--- config.mk ---
export PLATFORM = sky130hd
export DESIGN_NAME = i2c_master_bit_sequencer_unit
export DESIGN_NICKNAME = d
export VERILOG_FILES = /design/src/hw/rtl/i2cmbs_pkg.sv /design/src/hw/rtl/i2c_master_bit_sequencer_unit.sv /design/src/hw/rtl/i2cmbs_step.sv /design/src/hw/rtl/i2cmbs_seq.sv
export SDC_FILE = /design/constraint.sdc
export NUM_CORES = 1
export LEC_CHECK = 0
export ABC_AREA = 1
export BUFFER_PORTS_ARGS = -buffer_cell sky130_fd_sc_hd__buf_2
export CORE_MARGIN = 2
export CORE_UTILIZATION = 50
export CTS_BUF_LIST = sky130_fd_sc_hd__clkbuf_4 sky130_fd_sc_hd__clkbuf_8
export CTS_CLUSTER_SIZE = 30
export DETAILED_ROUTE_END_ITERATION = 7
export HOLD_SLACK_MARGIN = 0.05
export PLACE_DENSITY_LB_ADDON = 0.08
export SYNTH_ARGS = -nofsm -noshare
export SYNTH_HDL_FRONTEND = slang
export SYNTH_SLANG_ARGS = --single-unit
--- constraint.sdc ---
create_clock -name clk -period 2.7 [get_ports clk]
set_input_delay 0.135 -clock clk [delete_from_list [all_inputs] [get_ports clk]]
set_output_delay 0.135 -clock clk [all_outputs]
set_load 0.03 [all_outputs]
--- src/hw/rtl/i2cmbs_pkg.sv ---
// shared types and constants of the i2c master bit sequencer
// phase codes, command codes, register indexes and the sequencer state record
// no dependencies
package i2cmbs_pkg;

	localparam logic [4:0] PH_IDLE     = 5'd0;
	localparam logic [4:0] PH_ST_A     = 5'd1;
	localparam logic [4:0] PH_ST_B     = 5'd2;
	localparam logic [4:0] PH_SP_A     = 5'd3;
	localparam logic [4:0] PH_SP_B     = 5'd4;
	localparam logic [4:0] PH_WR_BIT   = 5'd5;
	localparam logic [4:0] PH_WR_HIGH  = 5'd6;
	localparam logic [4:0] PH_WR_LOW   = 5'd7;
	localparam logic [4:0] PH_RD_LOW   = 5'd8;
	localparam logic [4:0] PH_RD_HIGH  = 5'd9;
	localparam logic [4:0] PH_WA_REL   = 5'd10;
	localparam logic [4:0] PH_WA_HIGH  = 5'd11;
	localparam logic [4:0] PH_WA_END   = 5'd12;
	localparam logic [4:0] PH_WA_TOLOW = 5'd13;
	localparam logic [4:0] PH_AK_SET   = 5'd14;
	localparam logic [4:0] PH_AK_HIGH  = 5'd15;
	localparam logic [4:0] PH_AK_LOW   = 5'd16;

	localparam logic [2:0] CMD_NONE     = 3'd0;
	localparam logic [2:0] CMD_START    = 3'd1;
	localparam logic [2:0] CMD_STOP     = 3'd2;
	localparam logic [2:0] CMD_WRITE    = 3'd3;
	localparam logic [2:0] CMD_READ     = 3'd4;
	localparam logic [2:0] CMD_WAIT_ACK = 3'd5;
	localparam logic [2:0] CMD_ACK      = 3'd6;
	localparam logic [2:0] CMD_NACK     = 3'd7;

	localparam logic REG_TICKS_PER_US = 1'b0;
	localparam logic REG_POLL_LIMIT   = 1'b1;

	localparam logic [7:0]  TICKS_PER_US_RST = 8'd9;
	localparam logic [15:0] POLL_LIMIT_RST   = 16'd256;

	// delays in microseconds
	localparam logic [2:0] US_LONG  = 3'd4;
	localparam logic [2:0] US_SHORT = 3'd1;
	localparam logic [2:0] US_NONE  = 3'd0;

	localparam logic [3:0] LAST_BIT = 4'd7;

	typedef struct packed {
		logic [4:0]  phase;
		logic [3:0]  bit_cnt;
		logic [2:0]  us_rem;
		logic [7:0]  prescale;
		logic [7:0]  shift;
		logic [15:0] poll_cnt;
		logic        scl;
		logic        sda;
		logic        sda_oe;
		logic [7:0]  read_data;
		logic        ack_status;
	} seq_state_t;

	typedef struct packed {
		logic [7:0]  ticks_per_us;
		logic [15:0] poll_limit;
	} seq_cfg_t;

	typedef struct packed {
		logic       scl_level;
		logic       sda_level;
		logic       sda_drive_enable;
		logic       busy_res;
		logic       done_res;
		logic [7:0] read_data;
		logic       ack_status;
	} seq_result_t;

	localparam seq_state_t STATE_RST = '{
		phase: PH_IDLE, bit_cnt: 4'd0, us_rem: 3'd0, prescale: 8'd0, shift: 8'd0,
		poll_cnt: 16'd0, scl: 1'b1, sda: 1'b1, sda_oe: 1'b0, read_data: 8'd0,
		ack_status: 1'b0
	};

endpackage

--- src/hw/rtl/i2c_master_bit_sequencer_unit.sv ---
// top level of the i2c master bit sequencer: stream ports, input and result registers
// uses i2cmbs_pkg and i2cmbs_seq
//
// Usage:
//   Every slave beat is one bus tick carrying a command, a write byte and the
//   sampled SDA level. Every tick yields exactly one master beat with the pin
//   drive, busy and done flags, the last read byte and the acknowledge status.
//   Configuration writes (cfg_we, cfg_index, cfg_data) take effect at once;
//   index 0 is ticks per microsecond, index 1 the acknowledge poll limit.
//   A beat accepted from the slave side is registered in the input register,
//   stepped through the sequencer into the result register once that register
//   is free, and shows on the master side from then on.
//   Throughput: one beat per cycle while results are taken; the tick update
//   is a single pass of next-state logic between the input and result registers.
//   If the receiver stalls, the result register holds its beat, the input
//   register fills and s_tready drops until the result is taken.
//   Reset: SCL high, SDA released, sequencer idle, registers at their
//   defaults (9 ticks per microsecond, poll limit 256), both channels empty.
module i2c_master_bit_sequencer_unit (
	input  logic        clk,
	input  logic        arst_n,
	input  logic        cfg_we,
	input  logic        cfg_index,
	input  logic [15:0] cfg_data,
	input  logic        s_tvalid,
	output logic        s_tready,
	input  logic [15:0] s_tdata,  // command[2:0], write_data[10:3], sda_in[11], zero
	output logic        m_tvalid,
	input  logic        m_tready,
	output logic [15:0] m_tdata   // scl_level[0], sda_level[1], sda_drive_enable[2],
	                              // busy_res[3], done_res[4], read_data[12:5],
	                              // ack_status[13], zero
);
	import i2cmbs_pkg::*;

	logic        valid_s1;
	logic [2:0]  command_s1;
	logic [7:0]  write_data_s1;
	logic        sda_in_s1;
	logic        step_en;
	seq_result_t res;
	logic [13:0] out_q;

	assign step_en  = valid_s1 && (!m_tvalid || m_tready);
	assign s_tready = !valid_s1 || step_en;

	always_ff @(posedge clk or negedge arst_n) begin
		if (!arst_n) begin
			valid_s1 <= 1'b0;
		end else if (s_tready) begin
			valid_s1 <= s_tvalid;
		end
	end

	always_ff @(posedge clk) begin
		if (s_tready && s_tvalid) begin
			command_s1    <= s_tdata[2:0];
			write_data_s1 <= s_tdata[10:3];
			sda_in_s1     <= s_tdata[11];
		end
	end

	i2cmbs_seq u_seq (
		.clk        (clk),
		.arst_n     (arst_n),
		.cfg_we     (cfg_we),
		.cfg_index  (cfg_index),
		.cfg_data   (cfg_data),
		.step_en    (step_en),
		.command    (command_s1),
		.write_data (write_data_s1),
		.sda_in     (sda_in_s1),
		.res        (res)
	);

	always_ff @(posedge clk or negedge arst_n) begin
		if (!arst_n) begin
			m_tvalid <= 1'b0;
		end else if (!m_tvalid || m_tready) begin
			m_tvalid <= valid_s1;
		end
	end

	always_ff @(posedge clk) begin
		if (step_en) begin
			out_q <= {res.ack_status, res.read_data, res.done_res, res.busy_res,
				res.sda_drive_enable, res.sda_level, res.scl_level};
		end
	end

	assign m_tdata = {2'b00, out_q};

`ifndef SYNTHESIS
	a_stall_hold: assert property (@(posedge clk) disable iff (!arst_n)
		m_tvalid && !m_tready |=> m_tvalid && $stable(m_tdata))
		else $error("result beat changed under stall");
	a_no_overrun: assert property (@(posedge clk) disable iff (!arst_n)
		valid_s1 && m_tvalid && !m_tready |-> !s_tready)
		else $error("input accepted with both stages full");
	a_pad_zero: assert property (@(posedge clk) disable iff (!arst_n)
		m_tvalid |-> m_tdata[15:14] == 2'b00)
		else $error("result padding not zero");
`endif

endmodule

--- src/hw/rtl/i2cmbs_step.sv ---
// next-state logic of the i2c master bit sequencer for one tick
// pure combinational; uses i2cmbs_pkg
module i2cmbs_step (
	input  i2cmbs_pkg::seq_state_t cur,
	input  i2cmbs_pkg::seq_cfg_t   cfg,
	input  logic [2:0]             command,
	input  logic [7:0]             write_data,
	input  logic                   sda_in,
	output i2cmbs_pkg::seq_state_t nxt,
	output logic                   done
);
	import i2cmbs_pkg::*;

	logic [15:0] lim_eff;
	logic        poll_out;
	logic        tick_wrap;

	assign lim_eff   = (cfg.poll_limit == 16'd0) ? 16'd1 : cfg.poll_limit;
	assign poll_out  = ({1'b0, cur.poll_cnt} + 17'd1) >= {1'b0, lim_eff};
	assign tick_wrap = ({1'b0, cur.prescale} + 9'd1) >= {1'b0, cfg.ticks_per_us};

	always_comb begin
		nxt  = cur;
		done = 1'b0;
		if (cur.phase == PH_IDLE) begin
			if (command != CMD_NONE) begin
				nxt.bit_cnt  = 4'd0;
				nxt.prescale = 8'd0;
			end
			unique case (command)
				CMD_START: begin
					nxt.scl = 1'b1; nxt.sda = 1'b1; nxt.sda_oe = 1'b1;
					nxt.phase = PH_ST_A; nxt.us_rem = US_LONG;
				end
				CMD_STOP: begin
					nxt.scl = 1'b1; nxt.sda = 1'b0; nxt.sda_oe = 1'b1;
					nxt.phase = PH_SP_A; nxt.us_rem = US_LONG;
				end
				CMD_WRITE: begin
					nxt.shift = write_data;
					nxt.sda = write_data[7]; nxt.sda_oe = 1'b1;
					nxt.phase = PH_WR_BIT; nxt.us_rem = US_SHORT;
				end
				CMD_READ: begin
					nxt.shift = 8'd0;
					nxt.sda = 1'b1; nxt.sda_oe = 1'b0;
					nxt.phase = PH_RD_LOW; nxt.us_rem = US_SHORT;
				end
				CMD_WAIT_ACK: begin
					nxt.poll_cnt = 16'd0;
					nxt.sda = 1'b1; nxt.sda_oe = 1'b0;
					nxt.phase = PH_WA_REL; nxt.us_rem = US_SHORT;
				end
				CMD_ACK: begin
					nxt.sda = 1'b0; nxt.sda_oe = 1'b1;
					nxt.phase = PH_AK_SET; nxt.us_rem = US_SHORT;
				end
				CMD_NACK: begin
					nxt.sda = 1'b1; nxt.sda_oe = 1'b1;
					nxt.phase = PH_AK_SET; nxt.us_rem = US_SHORT;
				end
				default: ;
			endcase
		end else if (cur.us_rem != 3'd0) begin
			if (tick_wrap) begin
				nxt.prescale = 8'd0;
				nxt.us_rem   = cur.us_rem - 3'd1;
			end else begin
				nxt.prescale = cur.prescale + 8'd1;
			end
		end else begin
			nxt.prescale = 8'd0;
			unique case (cur.phase)
				PH_ST_A: begin
					nxt.sda = 1'b0; nxt.sda_oe = 1'b1;
					nxt.phase = PH_ST_B; nxt.us_rem = US_LONG;
				end
				PH_ST_B: begin
					nxt.scl = 1'b0; done = 1'b1;
				end
				PH_SP_A: begin
					nxt.sda = 1'b1; nxt.sda_oe = 1'b1;
					nxt.phase = PH_SP_B; nxt.us_rem = US_LONG;
				end
				PH_SP_B: begin
					nxt.sda = 1'b1; nxt.sda_oe = 1'b0; done = 1'b1;
				end
				PH_WR_BIT: begin
					nxt.scl = 1'b1; nxt.phase = PH_WR_HIGH; nxt.us_rem = US_LONG;
				end
				PH_WR_HIGH: begin
					nxt.scl = 1'b0;
					if (cur.bit_cnt >= LAST_BIT) begin
						done = 1'b1;
					end else begin
						nxt.phase = PH_WR_LOW; nxt.us_rem = US_NONE;
					end
				end
				PH_WR_LOW: begin
					nxt.bit_cnt = cur.bit_cnt + 4'd1;
					nxt.shift   = {cur.shift[6:0], 1'b0};
					nxt.sda = cur.shift[6]; nxt.sda_oe = 1'b1;
					nxt.phase = PH_WR_BIT; nxt.us_rem = US_SHORT;
				end
				PH_RD_LOW: begin
					nxt.scl = 1'b1; nxt.phase = PH_RD_HIGH; nxt.us_rem = US_NONE;
				end
				PH_RD_HIGH: begin
					nxt.shift = {cur.shift[6:0], sda_in};
					nxt.scl   = 1'b0;
					if (cur.bit_cnt >= LAST_BIT) begin
						nxt.read_data = {cur.shift[6:0], sda_in};
						done = 1'b1;
					end else begin
						nxt.bit_cnt = cur.bit_cnt + 4'd1;
						nxt.phase = PH_RD_LOW; nxt.us_rem = US_SHORT;
					end
				end
				PH_WA_REL: begin
					nxt.scl = 1'b1; nxt.phase = PH_WA_HIGH; nxt.us_rem = US_SHORT;
				end
				PH_WA_HIGH: begin
					if (!sda_in) begin
						nxt.scl = 1'b0; nxt.ack_status = 1'b0;
						nxt.phase = PH_WA_END; nxt.us_rem = US_SHORT;
					end else if (poll_out) begin
						nxt.scl = 1'b0; nxt.ack_status = 1'b1;
						nxt.phase = PH_WA_TOLOW; nxt.us_rem = US_NONE;
					end else begin
						nxt.poll_cnt = cur.poll_cnt + 16'd1;
						nxt.us_rem = US_NONE;
					end
				end
				PH_WA_END: done = 1'b1;
				PH_WA_TOLOW: begin
					// timeout: release the bus with a stop
					nxt.scl = 1'b1; nxt.sda = 1'b0; nxt.sda_oe = 1'b1;
					nxt.phase = PH_SP_A; nxt.us_rem = US_LONG;
				end
				PH_AK_SET: begin
					nxt.scl = 1'b1; nxt.phase = PH_AK_HIGH; nxt.us_rem = US_LONG;
				end
				PH_AK_HIGH: begin
					nxt.scl = 1'b0; nxt.phase = PH_AK_LOW; nxt.us_rem = US_LONG;
				end
				PH_AK_LOW: begin
					nxt.sda = 1'b1; nxt.sda_oe = 1'b0; done = 1'b1;
				end
				default: done = 1'b1;
			endcase
			if (done) begin
				nxt.phase  = PH_IDLE;
				nxt.us_rem = 3'd0;
			end
		end
	end

endmodule

--- src/hw/rtl/i2cmbs_seq.sv ---
// sequencer state and configuration registers of the i2c master bit sequencer
// uses i2cmbs_pkg and i2cmbs_step
module i2cmbs_seq (
	input  logic                    clk,
	input  logic                    arst_n,
	input  logic                    cfg_we,
	input  logic                    cfg_index,
	input  logic [15:0]             cfg_data,
	input  logic                    step_en,
	input  logic [2:0]              command,
	input  logic [7:0]              write_data,
	input  logic                    sda_in,
	output i2cmbs_pkg::seq_result_t res
);
	import i2cmbs_pkg::*;

	seq_state_t state_q;
	seq_state_t state_nxt;
	seq_cfg_t   cfg_q;
	logic       done;

	i2cmbs_step u_step (
		.cur        (state_q),
		.cfg        (cfg_q),
		.command    (command),
		.write_data (write_data),
		.sda_in     (sda_in),
		.nxt        (state_nxt),
		.done       (done)
	);

	always_ff @(posedge clk or negedge arst_n) begin
		if (!arst_n) begin
			cfg_q.ticks_per_us <= TICKS_PER_US_RST;
			cfg_q.poll_limit   <= POLL_LIMIT_RST;
		end else if (cfg_we) begin
			unique case (cfg_index)
				REG_TICKS_PER_US: cfg_q.ticks_per_us <= cfg_data[7:0];
				REG_POLL_LIMIT:   cfg_q.poll_limit   <= cfg_data;
				default: ;
			endcase
		end
	end

	always_ff @(posedge clk or negedge arst_n) begin
		if (!arst_n) begin
			state_q <= STATE_RST;
		end else if (step_en) begin
			state_q <= state_nxt;
		end
	end

	// result reflects the state after this tick
	assign res.scl_level        = state_nxt.scl;
	assign res.sda_level        = state_nxt.sda;
	assign res.sda_drive_enable = state_nxt.sda_oe;
	assign res.busy_res         = state_nxt.phase != PH_IDLE;
	assign res.done_res         = done;
	assign res.read_data        = state_nxt.read_data;
	assign res.ack_status       = state_nxt.ack_status;

`ifndef SYNTHESIS
	a_done_idle: assert property (@(posedge clk) disable iff (!arst_n)
		step_en && done |=> state_q.phase == PH_IDLE)
		else $error("done without return to idle");
	a_hold: assert property (@(posedge clk) disable iff (!arst_n)
		!step_en |=> $stable(state_q))
		else $error("state moved without a tick");
	a_idle_clean: assert property (@(posedge clk) disable iff (!arst_n)
		state_q.phase == PH_IDLE |-> state_q.us_rem == 3'd0 && state_q.prescale == 8'd0)
		else $error("idle with a delay pending");
`endif

endmodule

# After elaboration in Yosys (flattened, before gate mapping)
# Cells that the tools add are included.
dict set report word_totals {
  wordCells 143
  out_inout_bits 18
  inputBits 38
  ff_bits 107
}
dict set report classes {
  reduce_logical 37
  bitwise_logic 1
  addsub 6
  muxes 44
  eq_ne 32
  magnitude_cmp 3
}
# cell n
set op_table {}
lappend op_table {{2-to-1 mux 16 bit} 5}
lappend op_table {{one-hot mux 5 bit (12 select lines)} 1}
lappend op_table {{2-to-1 mux 47 bit} 1}
lappend op_table {{2-to-1 mux 36 bit} 1}
lappend op_table {{== test 5 x 4 -> 1 bit, second input constant} 7}
lappend op_table {{2-to-1 mux 8 bit} 4}
lappend op_table {{one-hot mux 8 bit (2 select lines)} 2}
lappend op_table {{one-hot mux 5 bit (6 select lines)} 1}
lappend op_table {{== test 5 x 3 -> 1 bit, second input constant} 4}
lappend op_table {{2-to-1 mux 5 bit} 4}
lappend op_table {{OR reduction 2 bit} 10}
lappend op_table {{2-to-1 mux 9 bit} 2}
lappend op_table {{one-hot mux 3 bit (6 select lines)} 1}
lappend op_table {{adder 16 x 1 -> 17 bit, second input constant} 1}
lappend op_table {{greater-or-equal comparator 17 x 16 -> 1 bit} 1}
lappend op_table {{adder 16 x 1 -> 16 bit, second input constant} 1}
lappend op_table {{logical NOT 16 bit} 1}
lappend op_table {{one-hot mux 2 bit (4 select lines)} 2}
lappend op_table {{== test 3 bit, second input constant} 4}
lappend op_table {{2-to-1 mux 12 bit} 1}
lappend op_table {{AND reduction 6 bit} 2}
lappend op_table {{2-to-1 mux 11 bit} 1}
lappend op_table {{== test 5 x 2 -> 1 bit, second input constant} 2}
lappend op_table {{2-to-1 mux 1 bit} 10}
lappend op_table {{other kinds (37)} 54}

# Depth between registers and ports, before layout
dict set report logic_depth {
  ltp_word 10
  ltp_mapped 24
  mapped_depth_nobuf 24
}

# Cells and area by module
# A second synthesis with hierarchy kept.
dict set report hier_totals {
  hier_cells 941
  hier_area_um2 6940.4
}
# module cells_each seq_area_each_um2 area_per_inst_um2 instances
set modules_own_cells {}
lappend modules_own_cells {i2cmbs_seq 345 2008.2 3191.8 1}
lappend modules_own_cells {i2cmbs_step 555 0.0 2854.0 1}
lappend modules_own_cells {i2c_master_bit_sequencer_unit 41 830.8 894.6 1}

# Least setup slack after synthesis
# No wires, ideal clock.
dict set report synth_path {
  kind {reg-to-reg}
  from {register u_seq.state_q[12] in the netlist's numbering}
  to {register out_q[3] (data pin)}
  t_required_ns 2.446
  path_buffers 0
  t_arrival_ns 2.345
  path_stages_with_launch 22
  setup_slack_ns 0.101
  period_less_slack_ns 2.599
  cell_sequence {dfrtp_1 ha_1 nand2_1 nor2_2 nand2_1 nor2_1 xnor2_1 inv_1 ha_1 nand2_1 nor2_1 nand2_1 nor2_1 nand2_1 nand3_1 nand2_1 nand3_2 nand2_1 nand2_1 nand3_1 nor2_1 nand2_1}
}
# item line
set synth_lines {}
lappend synth_lines {{start: declaration} i2cmbs_seq.sv:17} ;# seq_state_t state_q;
lappend synth_lines {{start signal: assignment} i2cmbs_seq.sv:49} ;# state_q <= state_nxt;
lappend synth_lines {{end signal: assignment} i2c_master_bit_sequencer_unit.sv:86} ;# out_q <= {res.ack_status, res.read_data, res.done_res, res.busy_res,
lappend synth_lines {{end: declaration} i2c_master_bit_sequencer_unit.sv:42} ;# logic [13:0] out_q;

==> summary.txt <==
Run status
  • Outcome: finished with violations
  • Violated checks: negative setup slack

Setup path
  • Critical Path Sink Type: register
  • Element type at the critical path start: register
  • CP arrival: between 2 and 3 ns
  • Top fanout value on the critical path: 4
  • Critical path type: reg2reg
  • Critical path required time: 2.86 ns

Final layout
  • Area growth from synthesis to layout: 22.1%
  • Number of diodes added for antenna fixing: 0
  • Layout cells sized above 1: about a quarter
  • Fillcell total: between 1000 and 1500
  • Core occupancy in the finished layout: ~63%
  • Nets: 918

Logic synthesis
  • Sequential element share of the synthesized area: 45.5%
  • Unique masters post-synth: 53
  • Post-synth ARST share: ~76%
  • Yosys warning count: 0
  • Biggest area consumer among synthesized cells: sky130_fd_sc_hd__dfrtp_1
  • Post-synth design cell area: 6190 um2
  • Synth area leaders: sky130_fd_sc_hd__dfrtp_1 31%, sky130_fd_sc_hd__edfxtp_1 13%, sky130_fd_sc_hd__nand2_1 11%
  • Top FF cell, synth: sky130_fd_sc_hd__dfrtp_1
  • Most common cell in the synthesized netlist: sky130_fd_sc_hd__nand2_1
  • Post-synth EDFFs: 26
  • Synthesized area divided by synthesized cell count: roughly 8.3 um2
  • Area fraction of the dominant cell type after synthesis: a little under a third
  • FF+latch count, synth: 107
  • Post-Syn Instances: 746
  • Top cells by instance count after synthesis: 178 x sky130_fd_sc_hd__nand2_1, 123 x sky130_fd_sc_hd__inv_1, 76 x sky130_fd_sc_hd__dfrtp_1

Timing
  • Remaining max-slew budget at the tightest pin: between 30% and 40%
  • Period utilisation layout: 105%
  • Clock period minus final worst setup slack: between 2 and 3 ns
  • Setup Skew: ~0.015 ns
  • Final critical-path setup slack: -0.137 ns
  • Final slew viol count: 0
  • Hold slack: 0.283 ns
  • Setup repair after global routing missed its margin: yes
  • Setup Viol. Count Final: 22
  • Worst Tran Pin Value: roughly 1.0 ns
  • Maximum achievable frequency: roughly 0.35 GHz
  • Final number of hold-violating endpoints: 0

Detailed routing
  • Average routed wire per standard cell: between 10 and 15 um
  • Number of violations reported at the end of detailed-routing iteration 0: about 420
  • Number of iterations in the first detailed-routing pass: 5
  • Routed met2 length: ~7 mm
  • Met3 Wirelength: between 600 and 700 um
  • Antenna Violating Nets Remaining: 0
  • Average vias per placed instance: about 5.0
  • WL met1: 6.40 mm
  • Wire length reported by the detailed router: around 14 mm
  • Number of vias after detailed routing: 5168
  • Uppermost layer routed: met4
  • Number of remaining DRC errors: 0

Place
  • Detailed-placement wirelength estimate: about 9.9 mm
  • Worst Setup Slack post-DPL: -0.134 ns
  • Routability-driven placement congestion ratio: around 0.9
  • I/O Buffers: between 40 and 50

Power
  • Leakage power of the design: roughly 3.7 nW
  • Power density normalized to cell area: around 740 nW/um2
  • Largest vdd supply drop: 0.000626 V

Floorplan
  • Die height: roughly 120 um
  • Number of standard-cell rows in the floorplan: 40
  • Top Ports: 56
  • Floorplan die area: ~13000 um2
  • Core Area: 12100 um2
  • Die width: approximately 120 um
  • Initial core utilization: between 50% and 60%

GRT
  • Total global routing overflow: 0
  • Total GRT Usage: between 20% and 30%
  • Initial antenna violation count: 0
  • Global-route wire length before repair: approximately 23 mm
  • Maximum number of pins on one net before global-route repair: 82
  • Via count of the first global-routing pass: between 4000 and 5000

Clock network
  • Worst-path clk slew: between 0.1 and 0.15 ns
  • Master cell of the clock root buffer: sky130_fd_sc_hd__clkbuf_8
  • TritonCTS sink count: about 110
  • Maximum root-to-sink buffer count: 2
  • CTS tree: yes
  • H-tree lvl count: 3
  • Clk_lat worst skew: 0.39 ns
  • Number of clock buffers inserted by TritonCTS: 9

Min path
  • Worst min-delay path category: in2reg

Flow run
  • Count of max-cap constraint violations: 0
[flip-flops by register name, indices dropped and copies added (netlist names)]
| signal | flops |
|---|---|
| u_seq.state_q | 55 |
| write_data_s1 | 8 |
| out_q | 14 |
| u_seq.cfg_q | 24 |
| sda_in_s1 | 1 |
| valid_s1 | 1 |
| command_s1 | 3 |
| m_tvalid | 1 |
[metal layers]
layer	vias up	GRT usage, %
li1	2618	-
met1	2433	29.9
met2	109	37.6
met3	8	4.11
met4	0	7.31
met5	-	0
[cells by family (layout without fill, tap and decap cells)]
logic type / count (synthesis) / count (layout) / synth area share, %
simple gates: 300 / 300 / 22.1
other cells: 1 / 2 / 0.0606
flops: 107 / 107 / 45.5
fa+ha+maj: 28 / 28 / 5.66
xor+xnor: 17 / 17 / 2.41
compound gates: 144 / 144 / 14.3
buf+inv: 149 / 259 / 9.93
[path summary, 6_finish.rpt]
kind / endpoint / from / cells after the start / slack [ns]
setup / recovery: out_q[3] / u_seq.state_q[13] / 21 / -0.14
hold / removal: u_seq.cfg_q[16] / cfg_we / 4 / 0.28
setup reg to reg: out_q[3] / u_seq.state_q[13] / 21 / -0.14
hold reg to reg: u_seq.state_q[11] / u_seq.state_q[11] / 2 / 0.48
max in group asynchronous: u_seq.state_q[55] / arst_n / 2 / 1.57
min in group asynchronous: u_seq.state_q[24] / arst_n / 2 / 0.46
[layout make-up]
type                    count  area (um2)  area share, %
multi-input cells         491        3030           40.2
repair buffers            112         817           10.8
well taps                 168         210           2.78
inverters                 131         497           6.58
clock buffers               9         124           1.64
flip-flops and latches    107        2810           37.3
clock inverters             7        57.6          0.762
[power breakdown]
part           leakage [nW]  internal (W)  switching (W)
logic                  2.31      0.000771        0.00160
registers              1.29       0.00203       0.000237
clock network        0.0968      0.000353       0.000601
total                  3.70       0.00316        0.00244
[stage by stage]
stage,instance area (um2),instances,total power (W),TNS (ns)
finish,7550,1025,0.00559,-1.93
global route,7550,1025,0.00603,-6.39
CTS,7340,1021,0.00560,-1.13
detailed placement,6740,972,0.00456,-1.79
global placement,6740,972,0.00452,-0.962
floorplan,6190,747,0.00400,0
[placed cells by master, fill, tap and decap left out, types with 4 or more instances in the layout]
| cell | instances |
|---|---|
| sky130_fd_sc_hd__nand2_1 | 161 |
| sky130_fd_sc_hd__inv_1 | 117 |
| sky130_fd_sc_hd__dfrtp_1 | 76 |
| sky130_fd_sc_hd__nor2_1 | 49 |
| sky130_fd_sc_hd__buf_2 | 48 |
| sky130_fd_sc_hd__o21ai_0 | 44 |
| sky130_fd_sc_hd__dlygate4sd3_1 | 32 |
| sky130_fd_sc_hd__o21ai_1 | 30 |
| sky130_fd_sc_hd__buf_4 | 30 |
| sky130_fd_sc_hd__a21oi_1 | 27 |
| sky130_fd_sc_hd__nand2_2 | 26 |
| sky130_fd_sc_hd__edfxtp_1 | 26 |
| sky130_fd_sc_hd__ha_1 | 23 |
| sky130_fd_sc_hd__nand3_1 | 16 |
| sky130_fd_sc_hd__inv_2 | 13 |
| sky130_fd_sc_hd__o22ai_1 | 13 |
| sky130_fd_sc_hd__nor2_2 | 10 |
| sky130_fd_sc_hd__xor2_1 | 9 |
| sky130_fd_sc_hd__clkbuf_8 | 9 |
| sky130_fd_sc_hd__nor2_4 | 7 |
| sky130_fd_sc_hd__nand3_2 | 6 |
| sky130_fd_sc_hd__o32ai_2 | 6 |
| sky130_fd_sc_hd__dfstp_2 | 5 |
| sky130_fd_sc_hd__xor2_2 | 4 |
| sky130_fd_sc_hd__nor4_1 | 4 |
| sky130_fd_sc_hd__nand3_4 | 4 |
| sky130_fd_sc_hd__inv_6 | 4 |
| sky130_fd_sc_hd__ha_4 | 4 |
[timing repair]
action	CTS	global route
pin swaps	11	21
hold buffers	32	0
endpoints found under the setup margin	19	25
hold endpoints to repair	114	0
gates resized for setup	18	48
buffers inserted	2	4
cloned	0	0
[critical path, cell delays in order (launching register included)]
cell                      delay (ns)
sky130_fd_sc_hd__dfrtp_1        0.41
sky130_fd_sc_hd__ha_2           0.20
sky130_fd_sc_hd__nand2_2        0.07
sky130_fd_sc_hd__nor2_4         0.15
sky130_fd_sc_hd__nand2_2        0.12
sky130_fd_sc_hd__nor2_4         0.12
sky130_fd_sc_hd__xnor2_2        0.13
sky130_fd_sc_hd__inv_2          0.06
sky130_fd_sc_hd__ha_4           0.27
sky130_fd_sc_hd__nand2_2        0.07
sky130_fd_sc_hd__nor2_4         0.08
sky130_fd_sc_hd__nand2_1        0.09
sky130_fd_sc_hd__nor2_1         0.13
sky130_fd_sc_hd__nand2_1        0.07
sky130_fd_sc_hd__nand3_1        0.08
sky130_fd_sc_hd__nand2_2        0.09
sky130_fd_sc_hd__nand3_4        0.09
sky130_fd_sc_hd__nand2_1        0.07
sky130_fd_sc_hd__nand2_2        0.07
sky130_fd_sc_hd__nand3_1        0.06
sky130_fd_sc_hd__nor2_1         0.10
sky130_fd_sc_hd__nand2_1        0.05
No activity file was read; power rests on OpenSTA's default activity.
